===== src/rtl/core/quantized_u8_matmul_unit_defines.svh =====
// ----------------------------------------------------------------------------
// Assertion macros for the quantized uint8 matrix multiply unit
// Shared property forms used by the controller and the datapath.
// ----------------------------------------------------------------------------
`ifndef QUANTIZED_U8_MATMUL_UNIT_DEFINES_SVH
`define QUANTIZED_U8_MATMUL_UNIT_DEFINES_SVH

// Same-cycle implication, disabled while reset is asserted.
`define QU8MM_ASSERT_IMP(lbl, clk, rstn, ante, cons, msg) \
	lbl: assert property (@(posedge clk) disable iff (!rstn) (ante) |-> (cons)) \
		else $error(msg);

// Next-cycle implication, disabled while reset is asserted.
`define QU8MM_ASSERT_NXT(lbl, clk, rstn, ante, cons, msg) \
	lbl: assert property (@(posedge clk) disable iff (!rstn) (ante) |=> (cons)) \
		else $error(msg);

`endif


===== src/rtl/core/qu8mm_pkg.sv =====
// ----------------------------------------------------------------------------
// qu8mm_pkg
// Types and constants shared by the quantized uint8 matrix multiply unit.
// ----------------------------------------------------------------------------
package qu8mm_pkg;

	localparam int DEF_MAX_ROWS  = 8;
	localparam int DEF_MAX_COLS  = 8;
	localparam int DEF_MAX_DEPTH = 64;

	localparam int STORE_DEPTH = 512;
	localparam int ADDR_W      = 9;
	localparam int COORD_W     = 3;
	localparam int ROWS_W      = 4;
	localparam int COLS_W      = 4;
	localparam int DEPTH_W     = 7;
	localparam int ZP_W        = 8;
	localparam int SCALE_W     = 32;
	localparam int BIAS_W      = 32;
	localparam int RAW_W       = 23;
	localparam int VAL_W       = 48;
	localparam int ACC_W       = 25;
	localparam int MAG_W       = 24;
	localparam int PROD_W      = MAG_W + SCALE_W;
	localparam int CFG_IDX_W   = 3;
	localparam int CFG_DATA_W  = 32;

	typedef enum logic [1:0] {
		REQ_LOAD_A   = 2'd0,
		REQ_LOAD_B   = 2'd1,
		REQ_LOAD_BIAS = 2'd2,
		REQ_COMPUTE  = 2'd3
	} req_type_t;

	typedef enum logic [2:0] {
		CFG_ROWS  = 3'd0,
		CFG_COLS  = 3'd1,
		CFG_DEPTH = 3'd2,
		CFG_ZPL   = 3'd3,
		CFG_ZPR   = 3'd4,
		CFG_SCALE = 3'd5,
		CFG_FUSE  = 3'd6
	} cfg_reg_t;

	typedef enum logic [2:0] {
		S_IDLE,
		S_RUN,
		S_DRAIN,
		S_MULT,
		S_OUT
	} state_t;

	typedef struct packed {
		logic               wr_left;
		logic               wr_right;
		logic               wr_bias;
		logic               init;
		logic               issue;
		logic               mult;
		logic               emit;
		logic               emit_err;
		logic               last;
		logic               next_col;
		logic               next_row;
		logic [COORD_W-1:0] row;
		logic [COORD_W-1:0] col;
	} cmd_t;

endpackage


===== src/rtl/core/qu8mm_ctrl.sv =====
// ----------------------------------------------------------------------------
// qu8mm_ctrl
// Sequencer: decodes requests and walks rows, columns and inner depth.
// ----------------------------------------------------------------------------
`include "quantized_u8_matmul_unit_defines.svh"

module qu8mm_ctrl (
	input  logic                          clk,
	input  logic                          arst_n,
	input  logic                          start,
	input  logic [1:0]                    req_type,
	input  logic [qu8mm_pkg::ROWS_W-1:0]  nr,
	input  logic [qu8mm_pkg::COLS_W-1:0]  nc,
	input  logic [qu8mm_pkg::DEPTH_W-1:0] nk,
	output logic                          busy,
	output qu8mm_pkg::cmd_t               cmd
);

	qu8mm_pkg::state_t state_q, state_d;
	logic [qu8mm_pkg::DEPTH_W-1:0] k_q;
	logic [qu8mm_pkg::COORD_W-1:0] m_q, n_q;
	logic accept, empty_dim, k_end, col_end, row_end;

	assign accept    = start && (state_q == qu8mm_pkg::S_IDLE);
	assign empty_dim = (nr == '0) || (nc == '0) || (nk == '0);
	assign k_end     = (k_q == nk - qu8mm_pkg::DEPTH_W'(1));
	assign col_end   = ({1'b0, n_q} == nc - qu8mm_pkg::COLS_W'(1));
	assign row_end   = ({1'b0, m_q} == nr - qu8mm_pkg::ROWS_W'(1));
	assign busy      = (state_q != qu8mm_pkg::S_IDLE);

	always_comb begin
		state_d = state_q;
		unique case (state_q)
			qu8mm_pkg::S_IDLE: begin
				if (accept && req_type == qu8mm_pkg::REQ_COMPUTE && !empty_dim)
					state_d = qu8mm_pkg::S_RUN;
			end
			qu8mm_pkg::S_RUN: begin
				if (k_end)
					state_d = qu8mm_pkg::S_DRAIN;
			end
			qu8mm_pkg::S_DRAIN: state_d = qu8mm_pkg::S_MULT;
			qu8mm_pkg::S_MULT:  state_d = qu8mm_pkg::S_OUT;
			qu8mm_pkg::S_OUT: begin
				state_d = (col_end && row_end) ? qu8mm_pkg::S_IDLE : qu8mm_pkg::S_RUN;
			end
			default: state_d = qu8mm_pkg::S_IDLE;
		endcase
	end

	always_comb begin
		cmd          = '0;
		cmd.row      = m_q;
		cmd.col      = n_q;
		cmd.wr_left  = accept && req_type == qu8mm_pkg::REQ_LOAD_A;
		cmd.wr_right = accept && req_type == qu8mm_pkg::REQ_LOAD_B;
		cmd.wr_bias  = accept && req_type == qu8mm_pkg::REQ_LOAD_BIAS;
		cmd.init     = accept && req_type == qu8mm_pkg::REQ_COMPUTE && !empty_dim;
		cmd.emit_err = accept && req_type == qu8mm_pkg::REQ_COMPUTE && empty_dim;
		cmd.issue    = (state_q == qu8mm_pkg::S_RUN);
		cmd.mult     = (state_q == qu8mm_pkg::S_MULT);
		cmd.emit     = (state_q == qu8mm_pkg::S_OUT);
		cmd.last     = cmd.emit && col_end && row_end;
		cmd.next_col = cmd.emit && !col_end;
		cmd.next_row = cmd.emit && col_end && !row_end;
	end

	always_ff @(posedge clk or negedge arst_n) begin
		if (!arst_n) begin
			state_q <= qu8mm_pkg::S_IDLE;
			k_q     <= '0;
			m_q     <= '0;
			n_q     <= '0;
		end else begin
			state_q <= state_d;
			if (cmd.init) begin
				k_q <= '0;
				m_q <= '0;
				n_q <= '0;
			end else begin
				if (cmd.issue)
					k_q <= k_end ? '0 : k_q + qu8mm_pkg::DEPTH_W'(1);
				if (cmd.next_col)
					n_q <= n_q + qu8mm_pkg::COORD_W'(1);
				if (cmd.next_row) begin
					n_q <= '0;
					m_q <= m_q + qu8mm_pkg::COORD_W'(1);
				end
			end
		end
	end

	`QU8MM_ASSERT_IMP(a_issue_in_range, clk, arst_n, cmd.issue, k_q < nk, "k beyond depth")
	`QU8MM_ASSERT_NXT(a_last_to_idle, clk, arst_n, cmd.last, state_q == qu8mm_pkg::S_IDLE, "no idle after last")
	`QU8MM_ASSERT_NXT(a_err_stays_idle, clk, arst_n, cmd.emit_err, state_q == qu8mm_pkg::S_IDLE, "error left idle")

endmodule


===== config.mk =====
export PLATFORM = sky130hd
export DESIGN_NAME = qu8mm_ctrl
export DESIGN_NICKNAME = d
export VERILOG_FILES = /design/src/rtl/core/qu8mm_pkg.sv /design/src/rtl/core/qu8mm_ctrl.sv
export VERILOG_INCLUDE_DIRS = /design/src /design/src/rtl/core
export SDC_FILE = /design/constraint.sdc
export NUM_CORES = 1
export LEC_CHECK = 0
export BUFFER_PORTS_ARGS = -buffer_cell sky130_fd_sc_hd__buf_2
export CELL_PAD_IN_SITES_DETAIL_PLACEMENT = 0
export CELL_PAD_IN_SITES_GLOBAL_PLACEMENT = 1
export CORE_MARGIN = 2
export CORE_UTILIZATION = 34
export CTS_CLUSTER_DIAMETER = 200
export DETAILED_ROUTE_END_ITERATION = 12
export HOLD_SLACK_MARGIN = 0.08
export PLACE_DENSITY = 0.81
export SETUP_SLACK_MARGIN = 0.1
export SYNTH_ARGS = -nofsm -noshare
export SYNTH_HDL_FRONTEND = slang
export SYNTH_SLANG_ARGS = --single-unit

===== constraint.sdc =====
create_clock -name clk -period 2 [get_ports clk]
set_clock_uncertainty 0.15 [all_clocks]
set_input_delay 0.3 -clock clk [delete_from_list [all_inputs] [get_ports clk]]
set_output_delay 0.3 -clock clk [all_outputs]
set_load 0.01 [all_outputs]

==> results.yml <==
floorplanning:
  initial_utilization_pct: 35.6
  die_area_mm2: 0.00438
  ios: 38
  rows: 22
  die_width_um: 66.2
  die_h_um: 66.2
  core-area_mm2: 0.00369
yosys:
  synth_cell_types: 38
  syn_area_mm2: 0.00131
  synthArstFlopShare_pct: 100
  yosys_most_used_dff: "dfrtp_1"
  synthTopCellsByArea: "dfrtp_1, ha_1, xor2_1"
  synth_top_area_share_pct: 30.5
  synth_seq_area_share_pct: 30.5
  synth-simple-area-share_pct: 25.1
  synth_xor_area_share_pct: 12.0
  synth_largest_area_cell: "dfrtp_1"
  yosys.area_share.adder_pct: 8.57
  synth_edf_count: 0
  synth_top_family_by_area: "simple AND/OR/NAND/NOR gates"
  synth_common_cells: "dfrtp_1, inv_1, nand2_1, nor3_1, xor2_1"
  synthMuxAreaShare_pct: 1.52
  synth-seq-cells: 16
  syn-mean-instance-area_um2: 8.64
  syn_nets: 181
  synth.most_common_cell: "dfrtp_1"
  ys_warn_count: 0
  synth_compound_area_share_pct: 18.0
  netlist_instances: 152
cts:
  clk_pin_slew_ns: 0.07
  clk_latency_ns: 0.26
  root_buffer: "clkbuf_8"
  numClockSinks: 16
  numCtsBuffers: 3
  cts_tree: "yes"
  h-tree-depth: 1
  cts_buffer_depth: 2
worst_setup_path:
  path_cells: "xor2_1 -> a211o_1 -> a211o_1 -> buf_6 -> nand2_2 -> inv_1 -> buf_2"
  cpPeakStageDelay_ns: 0.40
  critPathKind: "flip-flop to output port"
  arrival_ns: 1.79
  cp.required_ns: 1.55
  worst-path-stages: 7
  critPathTopFamily: "compound AO/OA/AOI/OAI gates"
  crit_slowest_cell: "dfrtp_1"
  crit_path_start_kind: "flip-flop"
  cp_common_cell: "a211o_1"
  r2r_cells: 9
  r2r-start: "n_q[2]"
  worstSetupEndpointType: "output port"
  critical_path.startpoint: "n_q[2]"
  path_buf_inv: 3
  cp_max_fo: 3
layout:
  fin_area_mm2: 0.00226
  final_layout_size_suffix_gt1_share_pct: 57.0
  layout.cells.non_filler: 285
  area_growth_pct: 72.1
  nNetsFinal: 267
  diodes: 0
sta:
  setup_violations: 6
  worst_slew_pin_slew_ns: 0.565
  final_hold_viol_count: 0
  slew_headroom_pct: 62.1
  fin_crit_sh_pct: 112
  layout_setup_ws_ns: -0.236
  min_period_ns: 2.24
  fmax_mhz: 447
  slew_violations: 0
  grt_setup_unrepaired: "true"
  timing.hold.ws_ns: 0.338
global_route:
  grt_overflow: 0
  grt_max_degree: 17
  antenna_found_initial: 0
  grt_pass1_wl_mm: 6.16
  grt_pass1_vias: 1449
  grt_usage_pct: 18.1
drt:
  vias: 1461
  drtIter0Drc: 45
  drc: 0
  ant_nets: 0
  avgViaCountPerCell: 5.13
  wire_per_inst_um: 13.4
  dr.pass1.iters: 4
  drt_wl_total_mm: 3.82
run_status:
  failed_checks: "setup timing"
  status: "finished, violations left"
pwr:
  p_leak_uw: 0.00112
  ir_drop_mv: 0.532
  p_per_area_mw_per_mm2: 762
  power_uw: 1720
place:
  numPortBuffers: 37
  dpl_cell_area_mm2: 0.00186
  place_ws_ns: -0.304
  gp_congestion: 0.794
  dp_cells: 269
  hpwl_mm: 2.86
job:
  drv_cap: 0
worst_hold_path:
  hp-class: "input pin to asynchronous set/reset pin"
==> routing by layer <==
metal	GRT usage (%)	vias to the layer above	wire, um
li1	-	714	-
met5	0	-	0
met4	3.06	0	41
met3	3.92	5	139
met2	36.3	27	2210
met1	19.3	715	1430
==> timing repair <==
action | 4_1_cts | 5_1_grt
endpoints found under the setup margin | 18 | 24
resized for setup | 34 | 26
pin swaps | 8 | 18
hold buffers | 1 | 0
hold endpoints to repair | 16 | 0
cloned | 0 | 0
setup buffers | 8 | 4
==> logic make-up (layout without fill, tap and decap cells) <==
logic type | count (synthesis) | in the layout
AND/OR/NAND/NOR | 60 | 60
AO/OA/AOI/OAI | 32 | 32
XOR/XNOR | 18 | 18
flip-flops | 16 | 16
buffers and inverters | 15 | 100
adder cells (fa/ha/maj) | 9 | 9
multiplexers | 2 | 2
==> worst register-to-register path, delay by kind of cell, from the launching register on <==
| kind | cells | cell delay (ns) |
|---|---|---|
| xor gates and xnor gates | 1 | 0.17 |
| AOI/OAI and AO/OA | 2 | 0.57 |
| muxes | 1 | 0.18 |
| and+or+nand+nor | 2 | 0.26 |
| buffers and inverters | 3 | 0.35 |
| DFF | 1 | 0.40 |
==> registers in the layout (all words and copies together) (netlist names) <==
| name | cells |
|---|---|
| state_q | 3 |
| n_q | 3 |
| k_q | 7 |
| m_q | 3 |
==> power by group <==
group	leakage (uW)	switching [uW]	internal (uW)
clock network	0.0000288	125	175
logic	0.000885	432	487
registers	0.000201	102	403
total	0.00112	658	1070
==> through the flow <==
stage / setup TNS [ns] / util (%)
6_report: -1.10 / 61.3
3_3_place_gp: -2.87 / 50.4
3_5_place_dp: -3.44 / 50.4
5_1_grt: -1.91 / 61.3
2_1_floorplan: -0.487 / -
4_1_cts: -0.998 / 57.9
==> cell type report <==
| type | count | area [um^2] |
|---|---|---|
| fill | 322 | 1430 |
| multi-input combinational | 121 | 1080 |
| timing repair buffer | 84 | 607 |
| sequential | 16 | 404 |
| tap | 48 | 60.1 |
| clock buffer | 4 | 55.1 |
| inverter | 12 | 50.0 |
==> path summary, 6_finish.rpt <==
kind / to / slack (ns)
worst max-delay path: cmd[7] / -0.24
worst min-delay path: m_q[1] / 0.34
worst max register to register: m_q[1] / -0.18
worst min register to register: k_q[0] / 0.42
max in group asynchronous: state_q[0] / 1.07
min in group clk: k_q[0] / 0.42
==> cell usage in the layout, fill, tap and decap left out, types with 2 or more instances in the layout <==
cell type,synthesis,routed
a211o_1,4,4
a21o_1,4,4
a21oi_2,0,2
and3_1,3,3
buf_2,0,33
buf_4,0,37
buf_6,0,11
buf_8,0,2
clkbuf_8,0,4
dfrtp_1,16,13
dfrtp_2,0,3
ha_1,9,5
ha_2,0,2
ha_4,0,2
inv_1,12,7
inv_2,0,3
inv_4,0,2
mux2i_1,2,2
nand2_1,12,10
nand2b_1,3,3
nand3_1,3,3
nand3b_1,3,3
nor2_1,10,8
nor2_2,1,3
nor3_1,11,5
nor3_2,0,3
nor3_4,0,3
nor3b_1,7,2
nor3b_2,0,4
nor3b_4,1,2
o21ai_0,5,3
o22ai_1,3,2
o31ai_2,1,2
or2_2,2,2
xnor2_1,7,5
xnor2_2,0,2
xor2_1,11,10
No activity file was read; power rests on OpenSTA's default activity.
